`src/rtl/pbd_pkg.sv`:
```
package pbd_pkg;

    localparam int DATA_W    = 8;
    localparam int POS_W     = 10;
    localparam int LEN_W     = 8;
    localparam int ROW_W     = 11;
    localparam int CFG_W     = 11;
    localparam int CFG_IDX_W = 2;

    // configuration register indexes
    localparam logic [CFG_IDX_W-1:0] CFG_IMAGE_WIDTH  = 2'd0;
    localparam logic [CFG_IDX_W-1:0] CFG_IMAGE_HEIGHT = 2'd1;

    localparam logic [CFG_W-1:0] WIDTH_RESET  = 11'd320;
    localparam logic [CFG_W-1:0] HEIGHT_RESET = 11'd200;

    // parser phase codes
    localparam logic [1:0] PH_HEADER  = 2'd0;
    localparam logic [1:0] PH_REPEAT  = 2'd1;
    localparam logic [1:0] PH_LITERAL = 2'd2;

    localparam logic [DATA_W-1:0] REPEAT_MIN  = 8'd129;
    localparam logic [DATA_W:0]   REPEAT_BASE = 9'd257;
    localparam logic [ROW_W-1:0]  ROW_MAX     = 11'd2047;

    typedef struct packed {
        logic [1:0]       phase;
        logic [LEN_W-1:0] literal_left;
        logic             run_clipped;
    } t_parse;

    typedef struct packed {
        logic [POS_W-1:0]  pos_x;
        logic [POS_W-1:0]  pos_y;
        logic [DATA_W-1:0] pixel_value;
        logic [LEN_W-1:0]  span_length;
    } t_span;

endpackage

```
`src/rtl/pbd_ifs.sv`:
```
interface pbd_byte_if;
    logic                      valid;
    logic                      ready;
    logic [pbd_pkg::DATA_W-1:0] data_byte;
    logic                      image_start;

    modport source (output valid, output data_byte, output image_start, input ready);
    modport sink   (input valid, input data_byte, input image_start, output ready);
endinterface

interface pbd_span_if;
    logic                       valid;
    logic                       ready;
    logic [pbd_pkg::POS_W-1:0]  pos_x;
    logic [pbd_pkg::POS_W-1:0]  pos_y;
    logic [pbd_pkg::DATA_W-1:0] pixel_value;
    logic [pbd_pkg::LEN_W-1:0]  span_length;

    modport source (output valid, output pos_x, output pos_y, output pixel_value,
                    output span_length, input ready);
    modport sink   (input valid, input pos_x, input pos_y, input pixel_value,
                    input span_length, output ready);
endinterface

interface pbd_cfg_if;
    logic                          valid;
    logic                          ready;
    logic [pbd_pkg::CFG_IDX_W-1:0] index;
    logic [pbd_pkg::CFG_W-1:0]     data;

    modport source (output valid, output index, output data, input ready);
    modport sink   (input valid, input index, input data, output ready);
endinterface

```
`src/rtl/pbd_step.sv`:
```
module pbd_step #(
    parameter int MAX_WIDTH  = 1024,
    parameter int MAX_HEIGHT = 1024,
    parameter int COL_W      = 11
) (
    input  logic [pbd_pkg::DATA_W-1:0] i_data_byte,
    input  logic                       i_image_start,
    input  pbd_pkg::t_parse            i_parse,
    input  logic [COL_W-1:0]           i_column,
    input  logic [pbd_pkg::ROW_W-1:0]  i_row,
    input  logic [pbd_pkg::CFG_W-1:0]  i_cfg_width,
    input  logic [pbd_pkg::CFG_W-1:0]  i_cfg_height,
    output pbd_pkg::t_parse            o_parse,
    output logic [COL_W-1:0]           o_column,
    output logic [pbd_pkg::ROW_W-1:0]  o_row,
    output logic                       o_span_valid,
    output pbd_pkg::t_span             o_span
);
    import pbd_pkg::*;

    localparam int LW = (COL_W > LEN_W) ? COL_W : LEN_W;

    function automatic logic [ROW_W-1:0] row_step(input logic [ROW_W-1:0] r);
        row_step = (r == ROW_MAX) ? r : r + 1'b1;
    endfunction

    logic [COL_W-1:0] w_eff;
    logic [CFG_W-1:0] h_eff;
    t_parse           par0;
    logic [COL_W-1:0] col0, col1, col_sum, room;
    logic [ROW_W-1:0] row0, row1;
    logic [LW-1:0]    lit_ext, room_ext, len;
    logic [LEN_W-1:0] lit_dec;
    logic             emit_ok;

    // effective geometry: width clamped to 1..MAX_WIDTH, height limited to MAX_HEIGHT
    always_comb begin
        if (i_cfg_width == '0) begin
            w_eff = COL_W'(1);
        end else if (32'(i_cfg_width) > 32'(MAX_WIDTH)) begin
            w_eff = COL_W'(MAX_WIDTH);
        end else begin
            w_eff = COL_W'(i_cfg_width);
        end
        if (32'(i_cfg_height) > 32'(MAX_HEIGHT)) begin
            h_eff = CFG_W'(MAX_HEIGHT);
        end else begin
            h_eff = i_cfg_height;
        end
    end

    always_comb begin
        par0 = i_parse;
        col0 = i_column;
        row0 = i_row;
        if (i_image_start) begin
            par0 = '{phase: PH_HEADER, literal_left: '0, run_clipped: 1'b0};
            col0 = '0;
            row0 = '0;
        end

        // column past a shrunk width wraps before anything else
        if (col0 >= w_eff) begin
            col1 = '0;
            row1 = row_step(row0);
        end else begin
            col1 = col0;
            row1 = row0;
        end

        room     = w_eff - col1;
        lit_ext  = LW'(par0.literal_left);
        room_ext = LW'(room);
        len      = (lit_ext > room_ext) ? room_ext : lit_ext;
        emit_ok  = row1 < h_eff;
        col_sum  = '0;
        lit_dec  = '0;

        o_parse      = par0;
        o_column     = col1;
        o_row        = row1;
        o_span_valid = 1'b0;
        o_span       = '{pos_x: POS_W'(col1), pos_y: row1[POS_W-1:0],
                         pixel_value: i_data_byte, span_length: LEN_W'(1)};

        unique case (par0.phase)
            PH_REPEAT: begin
                if (len != '0) begin
                    o_span_valid       = emit_ok;
                    o_span.span_length = LEN_W'(len);
                    col_sum            = col1 + COL_W'(len);
                    if (col_sum >= w_eff) begin
                        o_column = '0;
                        o_row    = row_step(row1);
                    end else begin
                        o_column = col_sum;
                    end
                end
                o_parse.phase        = PH_HEADER;
                o_parse.literal_left = '0;
            end
            PH_LITERAL: begin
                if (!par0.run_clipped) begin
                    o_span_valid = emit_ok;
                    col_sum      = col1 + COL_W'(1);
                    if (col_sum >= w_eff) begin
                        o_column            = '0;
                        o_row               = row_step(row1);
                        o_parse.run_clipped = 1'b1;
                    end else begin
                        o_column = col_sum;
                    end
                end
                lit_dec              = (par0.literal_left != '0) ?
                                       par0.literal_left - 1'b1 : '0;
                o_parse.literal_left = lit_dec;
                if (lit_dec == '0) begin
                    o_parse.phase       = PH_HEADER;
                    o_parse.run_clipped = 1'b0;
                end
            end
            default: begin
                // header byte; the unused code behaves the same
                if (i_data_byte >= REPEAT_MIN) begin
                    o_parse.literal_left = LEN_W'(REPEAT_BASE - {1'b0, i_data_byte});
                    o_parse.phase        = PH_REPEAT;
                end else begin
                    o_parse.literal_left = i_data_byte + 1'b1;
                    o_parse.phase        = PH_LITERAL;
                end
                o_parse.run_clipped = 1'b0;
            end
        endcase
    end

endmodule

```
`src/rtl/packbits_row_clipped_image_decoder_top.sv`:
```
// packbits row-clipped image decoder
//
// i_byte  : compressed stream, one byte per beat; image_start on a beat clears
//           position and parser before that byte is parsed
// o_span  : span writes (pos_x, pos_y, pixel_value, span_length); a repeat gives
//           one span, every literal byte a span of one pixel, runs clipped at the
//           row end, spans on rows at or past the image height are dropped
// i_cfg   : register writes, index 0 image_width, index 1 image_height; always
//           ready, only meant to be written while no byte is in flight
//
// throughput is one byte per cycle unless o_span stalls; the parser state
// updates in a single pass of combinational logic between the input register
// and the span register, which a byte passes in that order on its way to o_span
// a stalled o_span holds the span register; an empty input register still takes
// one more byte, then i_byte.ready drops until the span is taken
// reset (synchronous, active low) empties both registers, clears the parser and
// position and loads width 320, height 200
module packbits_row_clipped_image_decoder_top #(
    parameter int MAX_WIDTH  = 1024,
    parameter int MAX_HEIGHT = 1024
) (
    input  logic          i_clk,
    input  logic          i_rst_n,
    pbd_byte_if.sink      i_byte,
    pbd_span_if.source    o_span,
    pbd_cfg_if.sink       i_cfg
);
    import pbd_pkg::*;

    // column must hold values up to the widest row
    localparam int COL_W = $clog2(MAX_WIDTH + 1);

    // configuration registers
    logic [CFG_W-1:0] r_cfg_width;
    logic [CFG_W-1:0] r_cfg_height;

    // input register
    logic              r_in_vld;
    logic [DATA_W-1:0] r_in_byte;
    logic              r_in_start;

    // parser and raster position
    t_parse           r_parse, n_parse;
    logic [COL_W-1:0] r_column, n_column;
    logic [ROW_W-1:0] r_row, n_row;

    // span register
    logic  r_out_vld;
    t_span r_span, n_span;
    logic  n_span_vld;

    logic advance;

    // span register free or draining this cycle
    assign advance      = !r_out_vld || o_span.ready;
    assign i_byte.ready = !r_in_vld || advance;
    assign i_cfg.ready  = 1'b1;

    assign o_span.valid       = r_out_vld;
    assign o_span.pos_x       = r_span.pos_x;
    assign o_span.pos_y       = r_span.pos_y;
    assign o_span.pixel_value = r_span.pixel_value;
    assign o_span.span_length = r_span.span_length;

    pbd_step #(
        .MAX_WIDTH  (MAX_WIDTH),
        .MAX_HEIGHT (MAX_HEIGHT),
        .COL_W      (COL_W)
    ) u_step (
        .i_data_byte   (r_in_byte),
        .i_image_start (r_in_start),
        .i_parse       (r_parse),
        .i_column      (r_column),
        .i_row         (r_row),
        .i_cfg_width   (r_cfg_width),
        .i_cfg_height  (r_cfg_height),
        .o_parse       (n_parse),
        .o_column      (n_column),
        .o_row         (n_row),
        .o_span_valid  (n_span_vld),
        .o_span        (n_span)
    );

    // configuration writes; unknown indexes are ignored
    always_ff @(posedge i_clk) begin
        if (!i_rst_n) begin
            r_cfg_width  <= WIDTH_RESET;
            r_cfg_height <= HEIGHT_RESET;
        end else if (i_cfg.valid) begin
            unique case (i_cfg.index)
                CFG_IMAGE_WIDTH:  r_cfg_width  <= i_cfg.data;
                CFG_IMAGE_HEIGHT: r_cfg_height <= i_cfg.data;
                default: begin
                end
            endcase
        end
    end

    // input register: take a beat whenever the slot is free or moving on
    always_ff @(posedge i_clk) begin
        if (!i_rst_n) begin
            r_in_vld <= 1'b0;
        end else if (i_byte.ready) begin
            r_in_vld <= i_byte.valid;
        end
    end

    always_ff @(posedge i_clk) begin
        if (i_byte.ready && i_byte.valid) begin
            r_in_byte  <= i_byte.data_byte;
            r_in_start <= i_byte.image_start;
        end
    end

    // parser state advances once per byte as it leaves the input register
    always_ff @(posedge i_clk) begin
        if (!i_rst_n) begin
            r_parse  <= '{phase: PH_HEADER, literal_left: '0, run_clipped: 1'b0};
            r_column <= '0;
            r_row    <= '0;
        end else if (r_in_vld && advance) begin
            r_parse  <= n_parse;
            r_column <= n_column;
            r_row    <= n_row;
        end
    end

    always_ff @(posedge i_clk) begin
        if (!i_rst_n) begin
            r_out_vld <= 1'b0;
        end else if (advance) begin
            r_out_vld <= r_in_vld && n_span_vld;
        end
    end

    always_ff @(posedge i_clk) begin
        if (advance && r_in_vld && n_span_vld) begin
            r_span <= n_span;
        end
    end

    // a span always covers 1..128 pixels
    a_span_len: assert property (@(posedge i_clk) disable iff (!i_rst_n)
        r_out_vld |-> (r_span.span_length != '0 && r_span.span_length <= LEN_W'(128)))
        else $error("span length out of range");

    // a held byte with a stalled span register blocks the input
    a_backpressure: assert property (@(posedge i_clk) disable iff (!i_rst_n)
        (r_in_vld && r_out_vld && !o_span.ready) |-> !i_byte.ready)
        else $error("input accepted while pipeline full");

    // run counter agrees with the phase
    a_count_phase: assert property (@(posedge i_clk) disable iff (!i_rst_n)
        ((r_parse.phase == PH_HEADER) |-> (r_parse.literal_left == '0)) and
        ((r_parse.phase == PH_LITERAL) |-> (r_parse.literal_left != '0)) and
        ((r_parse.phase == PH_REPEAT) |-> (r_parse.literal_left >= LEN_W'(2))))
        else $error("run count inconsistent with parser phase");

endmodule
```
`src/flat_wrapper.sv`:
```
// flat-port wrapper written by rule: the top's interface ports become plain ports
module packbits_row_clipped_image_decoder_top_flat import pbd_pkg::*;
#(
    parameter int MAX_WIDTH  = 1024,
    parameter int MAX_HEIGHT = 1024
)
  (i_clk, i_rst_n, i_byte_valid, i_byte_data_byte, i_byte_image_start, i_byte_ready, o_span_valid, o_span_pos_x, o_span_pos_y, o_span_pixel_value, o_span_span_length, o_span_ready, i_cfg_valid, i_cfg_index, i_cfg_data, i_cfg_ready);
  pbd_byte_if i_byte_i ();
  pbd_span_if o_span_i ();
  pbd_cfg_if i_cfg_i ();
  input  logic i_clk;
  input  logic i_rst_n;
  input wire logic [$bits(i_byte_i.valid)-1:0] i_byte_valid;
  input wire logic [$bits(i_byte_i.data_byte)-1:0] i_byte_data_byte;
  input wire logic [$bits(i_byte_i.image_start)-1:0] i_byte_image_start;
  output wire logic [$bits(i_byte_i.ready)-1:0] i_byte_ready;
  output wire logic [$bits(o_span_i.valid)-1:0] o_span_valid;
  output wire logic [$bits(o_span_i.pos_x)-1:0] o_span_pos_x;
  output wire logic [$bits(o_span_i.pos_y)-1:0] o_span_pos_y;
  output wire logic [$bits(o_span_i.pixel_value)-1:0] o_span_pixel_value;
  output wire logic [$bits(o_span_i.span_length)-1:0] o_span_span_length;
  input wire logic [$bits(o_span_i.ready)-1:0] o_span_ready;
  input wire logic [$bits(i_cfg_i.valid)-1:0] i_cfg_valid;
  input wire logic [$bits(i_cfg_i.index)-1:0] i_cfg_index;
  input wire logic [$bits(i_cfg_i.data)-1:0] i_cfg_data;
  output wire logic [$bits(i_cfg_i.ready)-1:0] i_cfg_ready;
  assign i_byte_i.valid = i_byte_valid;
  assign i_byte_i.data_byte = i_byte_data_byte;
  assign i_byte_i.image_start = i_byte_image_start;
  assign i_byte_ready = i_byte_i.ready;
  assign o_span_valid = o_span_i.valid;
  assign o_span_pos_x = o_span_i.pos_x;
  assign o_span_pos_y = o_span_i.pos_y;
  assign o_span_pixel_value = o_span_i.pixel_value;
  assign o_span_span_length = o_span_i.span_length;
  assign o_span_i.ready = o_span_ready;
  assign i_cfg_i.valid = i_cfg_valid;
  assign i_cfg_i.index = i_cfg_index;
  assign i_cfg_i.data = i_cfg_data;
  assign i_cfg_ready = i_cfg_i.ready;
  packbits_row_clipped_image_decoder_top #(.MAX_WIDTH(MAX_WIDTH), .MAX_HEIGHT(MAX_HEIGHT)) u_core (.i_clk(i_clk), .i_rst_n(i_rst_n), .i_byte(i_byte_i), .o_span(o_span_i), .i_cfg(i_cfg_i));
endmodule
```
`config.mk`:
```
export PLATFORM = sky130hd
export DESIGN_NAME = packbits_row_clipped_image_decoder_top_flat
export DESIGN_NICKNAME = d
export VERILOG_FILES = /design/src/rtl/pbd_pkg.sv /design/src/rtl/pbd_ifs.sv /design/src/rtl/pbd_step.sv /design/src/rtl/packbits_row_clipped_image_decoder_top.sv /design/src/flat_wrapper.sv
export SDC_FILE = /design/constraint.sdc
export NUM_CORES = 1
export LEC_CHECK = 0
export ABC_AREA = 1
export BUFFER_PORTS_ARGS = -buffer_cell sky130_fd_sc_hd__buf_2
export CAP_MARGIN = 20
export CORE_UTILIZATION = 60
export CTS_BUF_LIST = sky130_fd_sc_hd__clkbuf_8
export CTS_CLUSTER_SIZE = 10
export DETAILED_ROUTE_END_ITERATION = 16
export GPL_ROUTABILITY_DRIVEN = 0
export PLACE_DENSITY = 0.92
export SYNTH_ARGS = -nofsm -noshare
export SYNTH_HDL_FRONTEND = slang
export SYNTH_SLANG_ARGS = --single-unit
```
`constraint.sdc`:
```
create_clock -name i_clk -period 10.3 [get_ports i_clk]
set_input_delay 0.515 -clock i_clk [delete_from_list [all_inputs] [get_ports i_clk]]
set_output_delay 0.515 -clock i_clk [all_outputs]
set_load 0.005 [all_outputs]
```
---- Yosys cells after proc, flatten, opt, wreduce, memory -nomap -nowiden ----
Cells that the tools add are included.
storage, ports and cells
  logic and storage cells ................. 84
  input port bits ......................... 27
  register bits ........................... 102
cells by class
  magnitude comparators ................... 8
  mux-type cells .......................... 32
  reduce and logical (&&, ||, !) cells .... 16
  equal/unequal tests ..................... 5
  $add $sub $neg .......................... 8
operator list
  operator                                                count
  two-way mux 11 bit                                      19
  case mux 11 bit (2 select lines)                        2
  adder 11 x 1 -> 11 bit (second input constant)          3
  >= comparator 11 bit                                    3
  equality test 11 bit (second input constant)            2
  greater-than comparator 11 bit (second input constant)  2
  case mux 10 bit (2 select lines)                        1
  adder 11 bit                                            1
  greater-than comparator 8 x 11 -> 1 bit                 1
  zero test 11 bit                                        1
  < comparator 11 bit                                     1
  nonzero test 11 bit                                     1
  subtractor 11 bit                                       1
  two-way mux 10 bit                                      1
  adder 8 x 1 -> 8 bit (second input constant)            1
  >= comparator 8 bit (second input constant)             1
  zero test 8 bit                                         1
  two-way mux 8 bit                                       1
  nonzero test 8 bit                                      1
  subtractor 1 x 8 -> 8 bit (first input constant)        1
  subtractor 8 x 1 -> 8 bit (second input constant)       1
  AND reduction 2 bit                                     3
  two-way mux 1 bit                                       5
  equality test 2 x 1 -> 1 bit (second input constant)    2
  7 further kinds                                         13

---- Longest topological paths before layout ----
Gate-level depths: netlist of the first run.
  depth in word-level cells ............... 13
  depth in mapped cells ................... 60
  mapped depth without buffers ............ 59

---- By module ----
Synthesis of the first run repeated with hierarchy kept, for this count alone.
second synthesis, totals
  cells, all modules ...................... 1335
  area, all modules ....................... 9100.0 um^2
modules (own cells, without submodules)
  module                                  seq. area each (um^2)  area each (um^2)  cells each  instances
  pbd_step                                0.0                    5193.7            924         1
  packbits_row_clipped_image_decoder_top  2492.4                 3906.2            411         1

---- Least setup slack after synthesis of the first run ----
OpenSTA, ideal clock, no wires.
  path kind ............................... reg2reg
  from .................................... reg u_core.r_in_start
  to ...................................... reg u_core.r_row[6]
  slack ................................... 3.028 ns
  stages on the path, launching flop included .. 52
  buffers on the path ..................... 5
  data required time ...................... 10.168 ns
  clock period less this slack ............ 7.272 ns
  library setup time ...................... 0.132 ns
  arrival ................................. 7.140 ns
  cell sequence ........................... edfxtp_1 -> buf_6 -> clkbuf_1 -> clkbuf_1 -> nor2_1 -> ha_1 -> nand2_1 -> inv_1 -> a21oi_1 -> nand2_1 -> nand2_2 -> nand2_4 -> nor2_1 -> ha_1 -> inv_1 -> fa_1 -> a21oi_1 -> nor2_1 -> (+16 left out) -> ha_1 -> fa_1 -> inv_1 -> o21bai_1 -> or2_2 -> nand2_1 -> ha_1 -> a21oi_1 -> o21ai_0 -> a21oi_1 -> nand3_1 -> nand2_4 -> buf_6 -> a21oi_1 -> o21ai_1 -> nand3_1 -> nand2_1 -> a21oi_1
RTL lines
  element                 RTL line                                       source
  from (decl)             packbits_row_clipped_image_decoder_top.sv:40   logic r_in_start;
  from (signal assigned)  packbits_row_clipped_image_decoder_top.sv:111  r_in_start <= i_byte.image_start;
  to (signal assigned)    packbits_row_clipped_image_decoder_top.sv:124  r_row <= n_row;
  to (decl)               packbits_row_clipped_image_decoder_top.sv:45   logic [ROW_W-1:0] r_row, n_row;

==> results of run 1 <==
==> registers in the layout, indices dropped and copies added, names as in the netlist <==
| register | cells |
|---|---|
| u_core.r_cfg_height | 11 |
| u_core.r_cfg_width | 11 |
| u_core.r_column | 11 |
| u_core.r_parse | 11 |
| u_core.r_row | 11 |
| u_core.o_span.pos_x | 10 |
| u_core.o_span.pos_y | 10 |
| u_core.o_span.pixel_value | 8 |
| u_core.o_span.span_length | 8 |
| u_core.r_in_byte | 8 |
| u_core.o_span.valid | 1 |
| u_core.r_in_start | 1 |
| u_core.r_in_vld | 1 |
==> area by class of cell <==
class,instances,share of cell area [%]
tap,176,2.475
inverter,166,7.031
multi-input combinational,878,56.41
sequential,102,28.01
clock buffer,9,1.392
timing repair buffer,68,3.938
clock inverter,7,0.7453
==> stage by stage <==
step                      worst slack (ps)  cell area (sq um)
after floorplan                       3028               8297
after global placement                1910               8707
after detailed placement              1546               8707
after CTS                             1454               8897
after global routing                 436.8               8897
final                                 1167               8897
==> power groups by stage <==
stage                     sequential, mW  clock [mW]  combinational, mW
final                              0.447       0.251              0.324
after global routing               0.448       0.268              0.356
after CTS                          0.446       0.251              0.312
after detailed placement           0.455           0              0.310
after global placement             0.455           0              0.299
after floorplan                    0.452           0              0.241
==> worst register-to-register path: cells and delay by family, from the launching register on <==
kind | cells | cell delay [ps]
AOI/OAI and AO/OA | 10 | 1800
xor gates and xnor gates | 1 | 190
adders and majority gates | 6 | 1920
buffers and inverters | 9 | 870
DFF | 1 | 340
and+or+nand+nor | 30 | 3840
==> synth_stat cells, types with 4 or more instances <==
library cell,number,share of area (%)
o211ai_1,18,1.6
clkbuf_1,26,1.2
dfxtp_1,57,14
nor2_2,7,0.53
o22ai_1,6,0.45
inv_1,156,7.1
a21oi_1,112,6.8
edfxtp_1,45,16
nand3_1,68,4.1
nor4_1,6,0.45
a211oi_1,7,0.63
o21ai_0,82,4.9
nor3_1,18,1.1
nand2_1,234,11
nor2_1,115,5.2
inv_2,6,0.27
xor2_1,29,3.1
ha_1,81,12
nand2_2,11,0.83
o21ai_1,14,0.84
o21bai_1,4,0.36
nand4_1,16,1.2
nand2_4,5,0.68
buf_6,4,0.54
==> layer usage <==
metal | vias up | share of wire (%) | GRT usage (%)
met5 | - | 0 | 0
met1 | 3845 | 40 | 41.85
met2 | 530 | 44 | 51.91
met4 | 0 | 3.9 | 15.70
li1 | 4035 | - | -
met3 | 95 | 12 | 7.747
==> path summary, 6_finish.rpt <==
kind / endpoint / slack (ps) / start / depth (start not counted)
worst max register to register: u_core.r_row[3] / 1170 / u_core.r_cfg_width[8] / 56
worst min register to register: u_core.r_row[1] / 470 / u_core.r_row[1] / 2
worst max-delay path: u_core.r_row[3] / 1170 / u_core.r_cfg_width[8] / 56
worst min-delay path: u_core.r_in_byte[7] / 280 / i_byte_data_byte[7] / 1
==> cells by family after synthesis <==
family | count (synthesis)
AO/OA/AOI/OAI | 263
XOR/XNOR | 32
adder cells (fa/ha/maj) | 83
buffers and inverters | 199
flip-flops | 102
other | 2
AND/OR/NAND/NOR | 497
==> impl_results.md, run 1 <==
* Starting Density at between 60% and 70%
* Number of global-route vias before repair at 7820
* Yosys reg bits at 102
* Setup-failing EPs final at 0
* GR Overflow Total at 0
* Clk sinks at between 100 and 150
* Max clock buf depth at 2
* Logic gate share of total power at 31.7%
* Relative slew slack at a little under a quarter
* Crit-path max cell delay at about 520 ps
* Sequential power share at roughly 44%
* Hold Slack at approximately 280 ps
* Largest net degree at the start of global routing at between 40 and 50
* Buf/Inv on CP at 9
* Setup tns final at 0 ps
* Sw power at approximately 390 uW
* Mux cell area share after synthesis at 0%
* Worst Skew at 11.10 ps
* Internal power at about 630 uW
* VDD IR max at roughly 100 uV
* DR WL/cell at between 15 and 20 microns
* Vias/cell at 6.049
* Max cap viols at 0
* Top cell by count, worst path: nand2_1
* Worst Setup End Kind: register
* Total chip power at roughly 1 mW
* Die H at 119.6 microns
* Drt initial violations at between 900 and 1k
* Most frequent cells in the layout: nand2_1, inv_1, nor2_1
* Slew @ Worst Pin at around 1200 ps
* Core ar. at approximately 13000 sq um
* Sw Ratio at between 30 and 40%
* Fillers at between 1k and 1.5k
* Mapped cell area at approximately 8300 sq um
* DIE AREA at roughly 14000 sq um
* Total CTS buffers at 9
* Adder-cell area share of the yosys netlist at 12.70%
* Final worst-path cycle share at between 80% and 90%
* Antenna Cells at 0
* Ports at 66
* Crit path max-delay family: simple AND/OR/NAND/NOR gates
* Worst EP arrival at 9370 ps
* Multi-input gate area at 5019 sq um
* Hold WC Path Type: in2reg
* CTS clock-pin slew for the worst setup and hold paths at approximately 110 ps
* Combinational family with the most area after synthesis: simple AND/OR/NAND/NOR gates
* Clk pwr share at between 20% and 30%
* Highest Clock Rate at roughly 110 MHz
* Die Span X at between 100 and 150 microns
* Syn-to-layout area delta at 7.287%
* Status: completed
* PortBufs at 64
* Hold Vio Cnt, Final at 0
* CTS Hold Buffers Added at 0
* Power per cell area at between 100 and 150 nW/um^2
* Root buf cell: clkbuf_8
* CP Max Fanout at 16
* Compound-cell area share of the yosys netlist at between 15 and 20%
* Simple-gate area share of the yosys netlist at 26.69%
* HPWL Detailed at between 15000 and 20000 microns
* # nets final at 1335
* RSZ-0062 raised after global routing: false
* CP startpoint kind: register
* Distinct cells, synth at 52
* WL final at between 20000 and 25000 microns
* # Post-CTS Setup Buffers at 0
* Commonest non-fill, non-tap cell in the layout: nand2_1
* GRT Overall Usage at 32.72%
* Yosys Warn Count at 0
* Fin util at between 60% and 70%
* TritonCTS clock tree: yes
* Fraction of registers with async set/reset at 0%
* Main flop type after synthesis: dfxtp_1
* FF+latch area at ~2500 sq um
* Worst-skew pair later-pin latency at about 400 ps
* EDFF count, synth at 45
* Drt drc at 0
* Sequential share of the synthesized area at a little under a third
* P_leak at 4.199 nW
* Slowest cell on the critical path: nor2_1
* Fin. max-slew vios at 0
* Layout cell share with drive strength beyond 1 at a little over a tenth
* Dpl cells at roughly 1.4k
* Initial antenna violation count at 0
* Antenna violation net count after detailed routing at 0
* Vias at 8505
* XOR/XNOR share of the synthesized area at 3.380%
* Core Rows at 42
* Critical path class: reg2reg
* CTS H-tree depth at 3
* DR pass1 iterations at 6
* Mapped Cells at 1178
* Worst Path Required at ~11000 ps
* First-pass GRT wire length at between 30000 and 40000 microns
* Avg Cell Area, Syn at 7.040 sq um
* Post_cts resized at 0
* Finished Layout Cells at approximately 1.4k
* Final min period at 9133 ps
Note: power is estimated with default switching activity, not from simulation.
==> run 2, diff against run 1 <==
clock period = 11.3 ns   (was 10.3 ns; I/O delays follow)
==> run 2 against run 1 <==
Net effect:
- maximum frequency is 0.64% higher
- first-iteration DRC count is 4.6% lower
- combinational power is 8.0% lower
- critical path depth stayed put
- final area is 0.31% higher
- largest cell class unchanged
- hold slack better by 45 ps
- critical endpoint is now u_core.r_row[8]
- flip-flop and latch count stayed put
==> impl_results.md, run 2 (synthesized netlist as in run 1, its figures left out) <==
* WL final at ~23000 microns
* CP startpoint kind: register
* GR Overflow Total at 0
* Setup tns final at 0 ps
* Starting Density at 62.13%
* Worst Setup SP: u_core.r_cfg_width[2]
* Max cap viols at 0
* Die Span X at about 120 microns
* Slowest cell on the critical path: nor2_1
* Fin util at between 60 and 70%
* Vias at approximately 8.6k
* Antenna Cells at 0
* Die H at 119.6 microns
* P_leak at 4.212 nW
* Final Worst Setup Slack at ~2200 ps
* Worst EP arrival at about 9400 ps
* VDD IR max at between 90 and 100 uV
* Dpl cells at 1390
* Layout cell share with drive strength beyond 1 at 10.56%
* DR WL/cell at about 16 microns
* GRT Overall Usage at between 30 and 40%
* Crit-path max cell delay at 520 ps
* Critical path class: reg2reg
* Hold Path Cell Cnt at 1
* Clk pwr share at between 20% and 30%
* Internal power at between 500 and 600 uW
* Fin. max-slew vios at 0
* Power per cell area at roughly 100 nW/um^2
* HPWL Detailed at ~17000 microns
* R2R Setup Slk at between 2000 and 2500 ps
* First-pass GRT wire length at 37430 microns
* Sw power at 361.3 uW
* Root buf cell: clkbuf_8
* Setup-failing EPs final at 0
* Core Rows at 42
* Worst Setup End Kind: register
* CP Max Fanout at 16
* Number of global-route vias before repair at 7958
* Highest Clock Rate at 110.2 MHz
* Relative slew slack at about two fifths
* DIE AREA at roughly 14000 sq um
* Total chip power at ~930 uW
* Place WS at ~2600 ps
* Clk sinks at around 100
* Max clock buf depth at 2
* Top cell by count, worst path: nand2_1
* Dpl cell area at between 8000 and 9000 sq um
* # nets final at between 1k and 1.5k
* Antenna violation net count after detailed routing at 0
* Hold Slack at around 330 ps
* Most frequent cells in the layout: nand2_1, inv_1, nor2_1
* Status: completed
* CTS clock-pin slew for the worst setup and hold paths at 110 ps
* Core ar. at around 13000 sq um
* Logic gate share of total power at 31.9%
* FF-to-FF path depth at 56
* Syn-to-layout area delta at 7.619%
* DR pass1 iterations at 8
* Initial antenna violation count at 0
* Worst reg2reg startpoint: u_core.r_cfg_width[2]
* # Post-CTS Setup Buffers at 0
* RSZ-0062 raised after global routing: false
* Drt initial violations at 902
* Largest net degree at the start of global routing at 44
* Sw Ratio at 38.64%
* Hold Vio Cnt, Final at 0
* TritonCTS clock tree: yes
* Worst Skew at approximately 14 ps
* Final worst-path cycle share at approximately four fifths
* Worst Path Required at between 10000 and 15000 ps
* Slew @ Worst Pin at 913.4 ps
* CP Capture Point: u_core.r_row[8]
* Sequential power share at between 40% and 50%
* Drt drc at 0
* Fillers at 1133
* Total CTS buffers at 9
* Worst reg2reg endpoint: u_core.r_row[8]
* Final min period at 9074 ps
* Vias/cell at 6.113
* Hold WC Path Type: in2reg
* CTS Hold Buffers Added at 0
* PortBufs at between 60 and 70
* Worst-skew pair later-pin latency at roughly 400 ps
* Commonest non-fill, non-tap cell in the layout: nand2_1
* Finished Layout Cells at approximately 1.4k
* CTS H-tree depth at 3
* Ports at between 60 and 70
* Post_cts resized at 0
* Final Cell Area at 8925 sq um
run 2: changes by cell type in the layout (fill, tap and decap cells not counted):
cell    delta
buf_16     +1
run 2: routing by layer:
layer | global-route usage, % | part of all wire (%) | up-vias
met5 | 0 | 0 | -
met2 | 52.13 | 44 | 594
met4 | 17.97 | 4.7 | 0
met3 | 6.797 | 12 | 114
met1 | 41.81 | 40 | 3858
li1 | - | - | 4035
run 2: worst min-delay path by stage:
stage,from,to,slack (ps)
2_1_floorplan,u_core.r_parse[4],u_core.r_parse[4],440
3_3_place_gp,u_core.r_parse[5],u_core.r_parse[5],450
3_5_place_dp,u_core.r_row[9],u_core.r_row[9],460
4_1_cts,i_byte_data_byte[6],u_core.r_in_byte[6],320
5_1_grt,i_byte_data_byte[2],u_core.r_in_byte[2],320
6_report,i_byte_data_byte[6],u_core.r_in_byte[6],330
run 2: power groups by stage:
stage	Combinational [mW]	Clock [mW]	Sequential, mW
detailed placement	0.283	0	0.415
CTS	0.285	0.229	0.407
finish	0.298	0.229	0.407
global route	0.326	0.245	0.409
floorplan	0.219	0	0.412
global placement	0.273	0	0.414
run 2: final cells by class:
| cell class | instances | area [sq um] | share of cell area [%] |
|---|---|---|---|
| clock buffers | 9 | 123.9 | 1.388 |
| clock inverters | 7 | 66.31 | 0.7430 |
| inverters | 166 | 625.6 | 7.010 |
| multi-input cells | 878 | 5019 | 56.23 |
| flip-flops and latches | 102 | 2492 | 27.93 |
| well taps | 176 | 220.2 | 2.467 |
| repair buffers | 69 | 377.9 | 4.234 |
run 2: critical path, delay by kind of cell (launching register included):
| kind | cells | cell delay, ps |
|---|---|---|
| compound gates | 11 | 2000 |
| xor+xnor | 1 | 170 |
| fa+ha+maj | 6 | 1880 |
| buf+inv | 8 | 710 |
| flops | 1 | 350 |
| simple gates | 30 | 3820 |
